$ cat src/rtl/core/fvc_ram.sv
// Generic single-write, single-read synchronous RAM with registered read.
// No dependencies.
`default_nettype none

module fvc_ram #(
	parameter int WIDTH = 8,
	parameter int DEPTH = 16
) (
	input  wire logic                     clk,
	input  wire logic                     we,
	input  wire logic [$clog2(DEPTH)-1:0] waddr,
	input  wire logic [WIDTH-1:0]         wdata,
	input  wire logic [$clog2(DEPTH)-1:0] raddr,
	output logic      [WIDTH-1:0]         rdata
);

	logic [WIDTH-1:0] mem [DEPTH];

	// write port
	always_ff @(posedge clk) begin
		if (we) begin
			mem[waddr] <= wdata;
		end
	end

	// registered read port
	always_ff @(posedge clk) begin
		rdata <= mem[raddr];
	end

endmodule

`default_nettype wire

$ cat config.mk
export PLATFORM = sky130hd
export DESIGN_NAME = fvc_ram
export DESIGN_NICKNAME = d
export VERILOG_FILES = /design/src/rtl/core/fvc_ram.sv
export SDC_FILE = /design/constraint.sdc
export NUM_CORES = 1
export LEC_CHECK = 0
export ABC_AREA = 1
export BUFFER_PORTS_ARGS = -buffer_cell sky130_fd_sc_hd__buf_2
export CAP_MARGIN = 20
export CORE_MARGIN = 8
export CORE_UTILIZATION = 30
export CTS_BUF_LIST = sky130_fd_sc_hd__clkbuf_4
export DETAILED_ROUTE_END_ITERATION = 8
export SLEW_MARGIN = 15
export SYNTH_ARGS = -nofsm -noshare
export SYNTH_HDL_FRONTEND = slang
export SYNTH_SLANG_ARGS = --single-unit
$ cat constraint.sdc
create_clock -name clk -period 1.35 [get_ports clk]
set_clock_uncertainty 0.15 [all_clocks]
set_input_delay 0.0675 -clock clk [delete_from_list [all_inputs] [get_ports clk]]
set_output_delay 0.0675 -clock clk [all_outputs]
set_load 0.02 [all_outputs]
==> summary.txt <==
Layout
  – Layout cells sized above 1: 0.146
  – Nets@finish: 638
  – Most common cell after layout, fill and taps aside: nand2_1
  – Commonest non-fill, non-tap cells in the layout: nand2_1, edfxtp_1, inv_1, nand3_1, buf_4
  – Final Util: 0.365
  – Area growth from synthesis to layout: 18.7%

Run
  – Max cap viols: 0

Route
  – Routed Antenna Nets: 0
  – Vias/cell: around 4.5
  – Drt first pass iters: 5
  – Initial drt markers: 333
  – Routed via count: between 3000 and 4000
  – Final WL: approximately 14 mm
  – DRC: 0
  – Drt wl/cell: 15.6 um

Clocking
  – Skew-Pair Late Insertion Delay: 0.51 ns
  – Total CTS buffers: 17
  – Post-CTS Setup Bufs: 0
  – TritonCTS clock tree: yes
  – H-tree levels: 4
  – CTS root buf: clkbuf_4
  – Clk buf depth: 2
  – Worst-path clk slew: ~0.11 ns
  – CTS Sinks: 136

Min path
  – HP Start: waddr[1]
  – HP Class: in2reg
  – Hold Crit Endpoint: mem[2][0]
  – Hold Path Cell Cnt: 4

Logic synthesis
  – Yosys warns: 0
  – Synth Cell Area: 0.00577 mm2
  – Post-synth net total: 569
  – Seq/Total Area, Yosys: 0.694
  – Post-Synthesis Cells: 551
  – Synth Register Bits: 136
  – Syn avg cell area: 10.5 um2
  – Post-synthesis cell type count: 12

Timing
  – Setup TNS: 0 ns
  – Fin crit share: 0.988
  – Slew @ Worst Pin: 0.415 ns
  – Fmax achieved: 0.750 GHz
  – Setup violators final: 0
  – Worst setup margin: 0.0163 ns
  – Slew margin rel.: 0.724
  – Worst hold margin: 0.0716 ns
  – RSZ-0062 raised after global routing: no
  – Pins Over Slew Limit: 0
  – Tmin final: roughly 1.3 ns
  – Hold Vio Cnt, Final: 0

Worst setup path
  – Critical Path AT: 1.59 ns
  – Crit path cell chain: dlygate4sd3_1 -> buf_2 -> inv_2 -> buf_12 -> nand2_1 -> nand3_1 -> nand3_1 -> nand3_1 -> nand2_1
  – Worst EP required: 1.61 ns
  – Worst r2r path cells: 6
  – RR Endpoint: rdata[6]
  – Worst-path maximum fanout: 25
  – Critical setup path kind: in2reg
  – Launching point of the worst reg2reg path: mem[2][6]
  – Critical path's largest stage delay: 0.54 ns
  – CP most frequent cell: nand3_1
  – CP Launch Type: primary input
  – Slowest-stage cell, CP: dlygate4sd3_1
  – R2R Setup Slk: 0.15 ns
  – Worst setup EP type: flip-flop

GRT
  – Initial antenna violation count: 1
  – First-pass GRT wire length: 21.1 mm
  – Largest net degree at the start of global routing: 33
  – Number of global-route vias before repair: 3895
  – Total track usage: 0.118
  – Final global-route overflow total: 0

Floorplan
  – Die height: 155 um
  – Core footprint: 0.0188 mm2
  – Die width: 155 um
  – Die ar.: 0.0239 mm2
  – # rows: 50
  – Starting density of the core: 0.307
  – I/O pins: 26

Pwr
  – VDD IR-drop max: between 0.7 and 0.8 mV
  – Final Total Pwr: 8.14 mW
  – PwrDens: 1190 mW/mm2
  – Leak Pwr: 2.95 nW

Placed design
  – Dpl ws: 0.0730 ns
  – Hpwl dp: about 9 mm
  – Quantity of I/O buffers inserted on ports: 25
  – Gpl congestion: 0.802

Status
  – Outcome: finished, final reports clean
logic make-up after synthesis:
group,Yosys count,synth area share
buf+inv,126,0.0952
flops,136,0.694
simple gates,289,0.210
synthesized netlist by cell type:
cell type    n  area (um2)
buf_1        1        3.75
nand3b_1     2        15.0
inv_1      100         375
nor2_1      17        63.8
nand3_1     97         485
edfxtp_1   128        3840
buf_6        6        67.6
inv_2        2        7.51
nand2_1    173         649
buf_4        4        30.0
buf_2       13        65.1
dfxtp_1      8         160
stage by stage:
stage          area, um2  std cells
2_1_floorplan       5770        551
3_3_place_gp        6400        820
4_1_cts             6830        866
5_1_grt             6850        867
3_5_place_dp        6400        820
6_report            6850        867
report_power, final:
group | switching (mW) | internal, mW | leakage, nW | total, mW
Clock | 1.37 | 1.31 | 0.151 | 2.68
Sequential | 0.0351 | 4.71 | 1.22 | 4.75
Combinational | 0.455 | 0.260 | 1.58 | 0.715
Total | 1.86 | 6.28 | 2.95 | 8.14
cell type report:
cell class                      count  area, um2
Multi-Input combinational cell    289       1210
Inverter                          102        383
Clock buffer                       20        150
Clock inverter                     11        131
Antenna cell                        1       2.50
Timing Repair Buffer               74        663
Tap cell                          234        293
Fill cell                        1906      11900
Sequential cell                   136       4010
state kept, by name, indices dropped and copies added (netlist names):
register and cells:
mem 128, rdata 8
routing by layer:
layer | GRT usage | share of wire | up-vias
li1 | - | - | 1918
met1 | 0.142 | 0.44 | 1859
met2 | 0.198 | 0.49 | 86
met3 | 0.0309 | 0.050 | 10
met4 | 0.0495 | 0.016 | 0
met5 | 0 | 0 | -
how the worst max path moves through the flow:
| stage | end | depth (start not counted) | startpoint |
|---|---|---|---|
| 2_1_floorplan | mem[10][0] | 2 | waddr[2] |
| 3_3_place_gp | rdata[5] | 8 | raddr[0] |
| 3_5_place_dp | rdata[3] | 8 | raddr[0] |
| 4_1_cts | rdata[2] | 1 | rdata[2] |
| 5_1_grt | rdata[2] | 1 | rdata[2] |
| 6_report | rdata[6] | 9 | raddr[0] |
worst max-delay path: cells and delay by family:
family                 cells  cell delay, ns
AND/OR/NAND/NOR            5            0.50
buffers and inverters      4            1.03
timing repair:
| item | in CTS | in global routing |
|---|---|---|
| setup endpoints to repair | 3 | 3 |
| resized for setup | 3 | 5 |
| hold buffers | 15 | 0 |
| endpoints found under the hold margin | 161 | 0 |
No activity file was read; power rests on OpenSTA's default activity.
