$ cat config.mk
export PLATFORM = sky130hd
export DESIGN_NAME = fvc_judge
export DESIGN_NICKNAME = d
export VERILOG_FILES = /design/src/rtl/core/fvc_pkg.sv /design/src/rtl/core/fvc_judge.sv
export SDC_FILE = /design/constraint.sdc
export NUM_CORES = 1
export LEC_CHECK = 0
export ABC_AREA = 0
export BUFFER_PORTS_ARGS = -buffer_cell sky130_fd_sc_hd__buf_4
export CAP_MARGIN = 20
export CORE_AREA = 4 4 152 154
export DETAILED_ROUTE_END_ITERATION = 12
export DIE_AREA = 0 0 156 158
export PLACE_DENSITY = 0.64
export SYNTH_ARGS = -nofsm -noshare
export SYNTH_HDL_FRONTEND = slang
export SYNTH_SLANG_ARGS = --single-unit
export TNS_END_PERCENT = 30
$ cat constraint.sdc
create_clock -name vclk -period 12.05
set_clock_uncertainty 0.1 [all_clocks]
set_input_delay 1.8075 -clock vclk [all_inputs]
set_output_delay 1.8075 -clock vclk [all_outputs]
set_load 0.005 [all_outputs]
$ cat src/rtl/core/fvc_pkg.sv
// Shared types and codes for the flow verdict cache.
// Used by fvc_judge and flow_verdict_cache_top; no dependencies.
`default_nettype none

package fvc_pkg;

	// Flow table geometry: one memory row per flow, both slots side by side
	localparam int FLOW_ENTRIES = 1024;
	localparam int ROW_W        = $clog2(FLOW_ENTRIES);
	localparam int FLOW_IDX_W   = 10;
	localparam int GEN_W        = 32;
	localparam int TIME_W       = 32;
	localparam int HASH_W       = 64;

	// Input stream packing
	localparam int IN_DATA_W = 152;
	localparam int OUT_DATA_W = 8;

	// Actions
	localparam logic ACT_LOOKUP = 1'b0;
	localparam logic ACT_CLEAR  = 1'b1;

	// Evaluator status
	localparam logic [1:0] EVS_JUDGED    = 2'd0;
	localparam logic [1:0] EVS_NO_POLICY = 2'd1;

	// Verdicts
	localparam logic [1:0] VRD_PASS   = 2'd0;
	localparam logic [1:0] VRD_REJECT = 2'd1;

	// Dispositions
	localparam logic [1:0] DISP_ACCEPT = 2'd0;
	localparam logic [1:0] DISP_DROP   = 2'd1;
	localparam logic [1:0] DISP_REFUSE = 2'd2;

	// Lookup outcomes
	localparam logic [2:0] OUTC_UNTRACKED   = 3'd0;
	localparam logic [2:0] OUTC_HIT         = 3'd1;
	localparam logic [2:0] OUTC_EMPTY       = 3'd2;
	localparam logic [2:0] OUTC_STALE       = 3'd3;
	localparam logic [2:0] OUTC_EXPIRED     = 3'd4;
	localparam logic [2:0] OUTC_PERMISSIVE  = 3'd5;
	localparam logic [2:0] OUTC_FAIL_CLOSED = 3'd6;
	localparam logic [2:0] OUTC_UNCACHED    = 3'd7;

	// One cached sentence
	typedef struct packed {
		logic [GEN_W-1:0]  generation;
		logic [TIME_W-1:0] expiry;
		logic [1:0]        verdict;
		logic [1:0]        rej_kind;
	} slot_t;

	// One memory row: both slots of a flow
	typedef struct packed {
		slot_t s1;
		slot_t s0;
	} row_t;

	localparam int ROW_BITS = $bits(row_t);

	// Latched request fields used by the decision logic
	typedef struct packed {
		logic                  action;
		logic [FLOW_IDX_W-1:0] flow_index;
		logic                  untracked;
		logic                  cacheable;
		logic                  loopback;
		logic                  direction_in;
		logic [TIME_W-1:0]     now_secs;
		logic [1:0]            eval_status;
		logic [1:0]            eval_verdict;
		logic [1:0]            eval_rej_kind;
		logic [TIME_W-1:0]     eval_expires_at;
	} item_t;

	// Result item, disposition in the lowest bits
	typedef struct packed {
		logic       evaluation_used;
		logic [2:0] lookup_outcome;
		logic [1:0] refusal_kind;
		logic [1:0] disposition;
	} result_t;

	// Control sequencer
	typedef enum logic [1:0] {
		ST_CLEAR,
		ST_IDLE,
		ST_LOOKUP
	} state_t;

endpackage

`default_nettype wire

$ cat src/rtl/core/fvc_judge.sv
// Decision logic: judges one request against the flow's slot pair and
// builds the row to write back. Depends on fvc_pkg.
`default_nettype none

module fvc_judge
	import fvc_pkg::*;
(
	input  wire item_t             item,
	input  wire row_t              row,
	input  wire logic [GEN_W-1:0]  cur_gen,
	output result_t                res,
	output logic                   wr_en,
	output row_t                   wr_row
);

	// true when verdict/kind pair a is stricter than pair b
	function automatic logic stricter(logic [1:0] va, logic [1:0] ka,
	                                  logic [1:0] vb, logic [1:0] kb);
		logic r;
		if (va != vb) begin
			r = (va > vb);
		end else begin
			r = (va == VRD_REJECT) && (ka < kb);
		end
		return r;
	endfunction

	logic       sel;
	slot_t      cur;
	slot_t      oth;
	slot_t      fresh;
	logic       cur_expired;
	logic       oth_current;
	logic [2:0] outc;
	logic [1:0] v;
	logic [1:0] k;
	logic       go_merge;

	always_comb begin
		sel   = item.loopback & item.direction_in;
		cur   = sel ? row.s1 : row.s0;
		oth   = sel ? row.s0 : row.s1;
		cur_expired = (cur.expiry != '0) && (item.now_secs >= cur.expiry);
		oth_current = (oth.generation != '0) && (oth.generation == cur_gen) &&
		              !((oth.expiry != '0) && (item.now_secs >= oth.expiry));
		fresh = '{generation: cur_gen, expiry: item.eval_expires_at,
		          verdict: item.eval_verdict, rej_kind: item.eval_rej_kind};

		res      = '0;
		wr_en    = 1'b0;
		wr_row   = row;
		outc     = OUTC_UNTRACKED;
		v        = VRD_PASS;
		k        = '0;
		go_merge = 1'b0;

		if (item.action == ACT_CLEAR) begin
			// empty both slots of the flow
			wr_en                = 1'b1;
			wr_row.s0.generation = '0;
			wr_row.s1.generation = '0;
		end else if (!item.untracked) begin
			// classify the selected slot
			if (!item.cacheable) begin
				outc = OUTC_UNCACHED;
			end else if (cur.generation == '0) begin
				outc = OUTC_EMPTY;
			end else if (cur.generation != cur_gen) begin
				outc = OUTC_STALE;
			end else if (cur_expired) begin
				outc = OUTC_EXPIRED;
			end else begin
				outc = OUTC_HIT;
			end

			if (outc == OUTC_HIT) begin
				v        = cur.verdict;
				k        = cur.rej_kind;
				go_merge = 1'b1;
			end else if (item.eval_status == EVS_NO_POLICY) begin
				res = '{evaluation_used: 1'b1, lookup_outcome: OUTC_PERMISSIVE,
				        refusal_kind: 2'd0, disposition: DISP_ACCEPT};
			end else if (item.eval_status != EVS_JUDGED) begin
				// evaluator error fails closed
				res = '{evaluation_used: 1'b1, lookup_outcome: OUTC_FAIL_CLOSED,
				        refusal_kind: 2'd0, disposition: DISP_DROP};
			end else begin
				v = item.eval_verdict;
				k = item.eval_rej_kind;
				if (item.cacheable) begin
					wr_en = 1'b1;
					if (sel) begin
						wr_row.s1 = fresh;
					end else begin
						wr_row.s0 = fresh;
					end
				end
				if (v == VRD_REJECT) begin
					res = '{evaluation_used: 1'b1, lookup_outcome: outc,
					        refusal_kind: k, disposition: DISP_REFUSE};
				end else begin
					go_merge = 1'b1;
				end
			end

			// loopback flows answer to the stricter current sentence
			if (go_merge) begin
				if (item.loopback && item.cacheable && oth_current &&
				    stricter(oth.verdict, oth.rej_kind, v, k)) begin
					v = oth.verdict;
					k = oth.rej_kind;
				end
				res.evaluation_used = (outc != OUTC_HIT);
				res.lookup_outcome  = outc;
				if (v == VRD_PASS) begin
					res.disposition  = DISP_ACCEPT;
					res.refusal_kind = 2'd0;
				end else if (v == VRD_REJECT) begin
					res.disposition  = DISP_REFUSE;
					res.refusal_kind = k;
				end else begin
					res.disposition  = DISP_DROP;
					res.refusal_kind = 2'd0;
				end
			end
		end
	end

endmodule

`default_nettype wire

==> flow_metrics.py <==
metrics = {
    "power": {
        "seqPwrFrac": 0,
        "power_density_nw_per_um2": 36.42,
        "ir_drop_v": 0.00002435,
        "power.share.clock": 0,
        "comb_power_share": 1.000,
        "p_leak_nw": 5.265,
        "p_sw_mw": 0.1948,
        "p_int_mw": 0.1780,
        "swShare": 0.5225,
    },
    "cells_and_area": {
        "utilization": 0.4719,
        "seq_area_sq_um": 0,
        "seq_cells": 0,
        "postLayoutCellArea_sq_um": 10230,
        "area_growth_pct": 41.60,
        "fin_nets": 1603,
        "multi_input_area_sq_um": 6774,
        "clock_buffers": 0,
        "fillerInstances": 2200,
        "drive_above_1_share": 0.3794,
    },
    "timing": {
        "fin_crit_ns": 9.677,
        "fin_ws_ns": 2.373,
        "slew_violations": 0,
        "setup_violations": 0,
        "fmax_mhz": 103.3,
        "worst_pin_slew_ns": 1.116,
        "grt_setup_unrepaired": "false",
        "hold_viol_final": 0,
        "hold_ws_ns": 3.818,
        "tns_ns": 0,
        "slew_headroom": 0.2540,
        "period_share": 0.8030,
    },
    "floorplanning": {
        "io_pins": 398,
        "row_count": 54,
        "die_area_sq_um": 24650,
        "die_h_microns": 158,
        "start_util": 0.3333,
        "dieWidth_microns": 156,
        "core_sq_um": 21690,
    },
    "logic_synthesis": {
        "ys_types": 71,
        "yosysMostFrequentCell": "mux2i_1",
        "synth_top_area_frac": 0.2105,
        "yosysWarnings": 0,
        "syn-instance-count": 938,
        "syn_avg_cell_area_sq_um": 7.706,
        "ys_seq_area_frac": 0,
        "synth_common_cells": "mux2i_1, nor2_1, ha_1",
        "syn_area_sq_um": 7228,
        "synth_nets": 1258,
        "synth_top_area_cell": "mux2i_1",
        "synth_area_leaders": "mux2i_1, mux2_4, ha_1, nor2_1, nand2b_1",
    },
    "critical_path": {
        "cp_max_fo": 39,
        "crit_family": "compound AO/OA/AOI/OAI gates",
        "required_ns": 10.14,
        "critPathKind": "in2out",
        "critPathMaxStageDelay_ns": 0.56,
        "end_kind": "output pin",
        "critPathLaunchType": "input port",
        "critPathSlowestCell": "and2_4",
        "crit_buf_inv": 3,
        "cp_cell_sequence": "buf_4 -> and2_4 -> buf_4 -> mux2i_1 -> ha_1 -> a21oi_1 -> a21oi_1 -> a2111oi_0 -> o2111a_1 -> o2111ai_4 -> mux2_2 -> ha_1 -> a21oi_1 -> a311oi_1 -> nand4_1 -> nor4_1 -> nand4_1 -> and3_1 -> o41ai_1 -> a211oi_1 -> buf_4",
        "worstPathArrival_ns": 7.77,
    },
    "global_route": {
        "grt_pass1_vias": 9041,
        "grt.total_usage": 0.2766,
        "grt_pass1_wl_microns": 53500,
        "antenna_found_initial": 1,
        "grt.overflow.total": 0,
        "grt_max_degree": 69,
    },
    "detailed_routing": {
        "drtIter0Drc": 515,
        "post_drt_wl_per_cell_microns": 23.77,
        "dr.pass1.iters": 5,
        "final_antenna_net_count": 0,
        "wl_microns": 37120,
        "vias": 9078,
        "drc": 0,
        "route.detailed.vias_per_inst": 5.812,
    },
    "placed_design": {
        "place_ws_ns": 2.326,
        "routabilityCongestion": 1.018,
        "dpl-instance-area_sq_um": 10230,
        "port_buffers": 388,
        "hpwlAfterDp_microns": 31120,
    },
    "clock_network": {
        "ctsHoldBuffers": 0,
        "cts_resized": 0,
        "post-cts-setup-buffers": 0,
    },
    "outcome": {
        "status": "finished clean",
    },
    "worst_hold_path": {
        "hp-class": "in2out",
    },
    "job": {
        "cap_violations": 0,
    },
}
-- metal layers --
metal | up-vias | GRT usage | wire (microns)
met5 | - | 0 | 0
met4 | 0 | 0.1009 | 1576
met3 | 72 | 0.03636 | 2725
met2 | 442 | 0.5180 | 18710
met1 | 4311 | 0.3199 | 14120
li1 | 4253 | - | -
-- placed cells by master (no fill, tap or decap), types with 5 or more instances in the layout --
| cell type | instances |
|---|---|
| a211oi_1 | 9 |
| a21oi_1 | 36 |
| a31oi_1 | 12 |
| and3_1 | 7 |
| and4_1 | 5 |
| buf_4 | 392 |
| ha_1 | 67 |
| inv_1 | 44 |
| mux2_2 | 15 |
| mux2_4 | 58 |
| mux2i_1 | 152 |
| nand2_1 | 58 |
| nand2b_1 | 38 |
| nand3_1 | 31 |
| nand4_1 | 24 |
| nor2_1 | 101 |
| nor2b_1 | 12 |
| nor3_1 | 17 |
| nor4_1 | 38 |
| o2111ai_1 | 14 |
| o211ai_1 | 7 |
| o21ai_0 | 25 |
| o22ai_1 | 8 |
| xnor2_1 | 18 |
| xor2_1 | 12 |
-- worst min-delay path, cell delays in order --
cell and delay (ns):
buf_4 0.08, mux2_1 0.12, buf_4 0.10
-- through the flow --
stage          total power, mW  std cells
3_5_place_dp            0.3698       1561
5_1_grt                 0.4034       1562
6_report                0.3727       1562
3_3_place_gp            0.3677       1561
4_1_cts                 0.3714       1561
2_1_floorplan           0.1767        938
-- logic make-up (layout without fill, tap and decap cells) --
kind of cell             count (synthesis)  after routing  synth area share
AO/OA/AOI/OAI                          161            161            0.1641
XOR/XNOR                                30             30           0.03635
adder cells (fa/ha/maj)                 67             67            0.1160
AND/OR/NAND/NOR                        360            360            0.2622
buffers and inverters                   93            436           0.06387
multiplexers                           227            227            0.3575
other                                    0              1                 0
-- layout make-up --
cell class / instances / share of cell area
Antenna cell: 1 / 0.0002445
Multi-Input combinational cell: 845 / 0.6619
Timing Repair Buffer: 392 / 0.2875
Inverter: 44 / 0.01614
Tap cell: 280 / 0.03423
-- power groups by stage --
stage / Combinational [mW] / Clock (mW) / Sequential [mW]
2_1_floorplan: 0.177 / 0 / 0
3_3_place_gp: 0.368 / 0 / 0
3_5_place_dp: 0.370 / 0 / 0
4_1_cts: 0.371 / 0 / 0
5_1_grt: 0.403 / 0.0000000111 / 0
6_report: 0.373 / 0.0000000111 / 0
-- worst paths after layout --
check | startpoint | endpoint | slack, ns | depth (start not counted)
worst max-delay path | item[70] | res[2] | 2.37 | 21
worst min-delay path | item[10] | wr_row[14] | 3.82 | 3
Power figures use the tool's default switching activity.
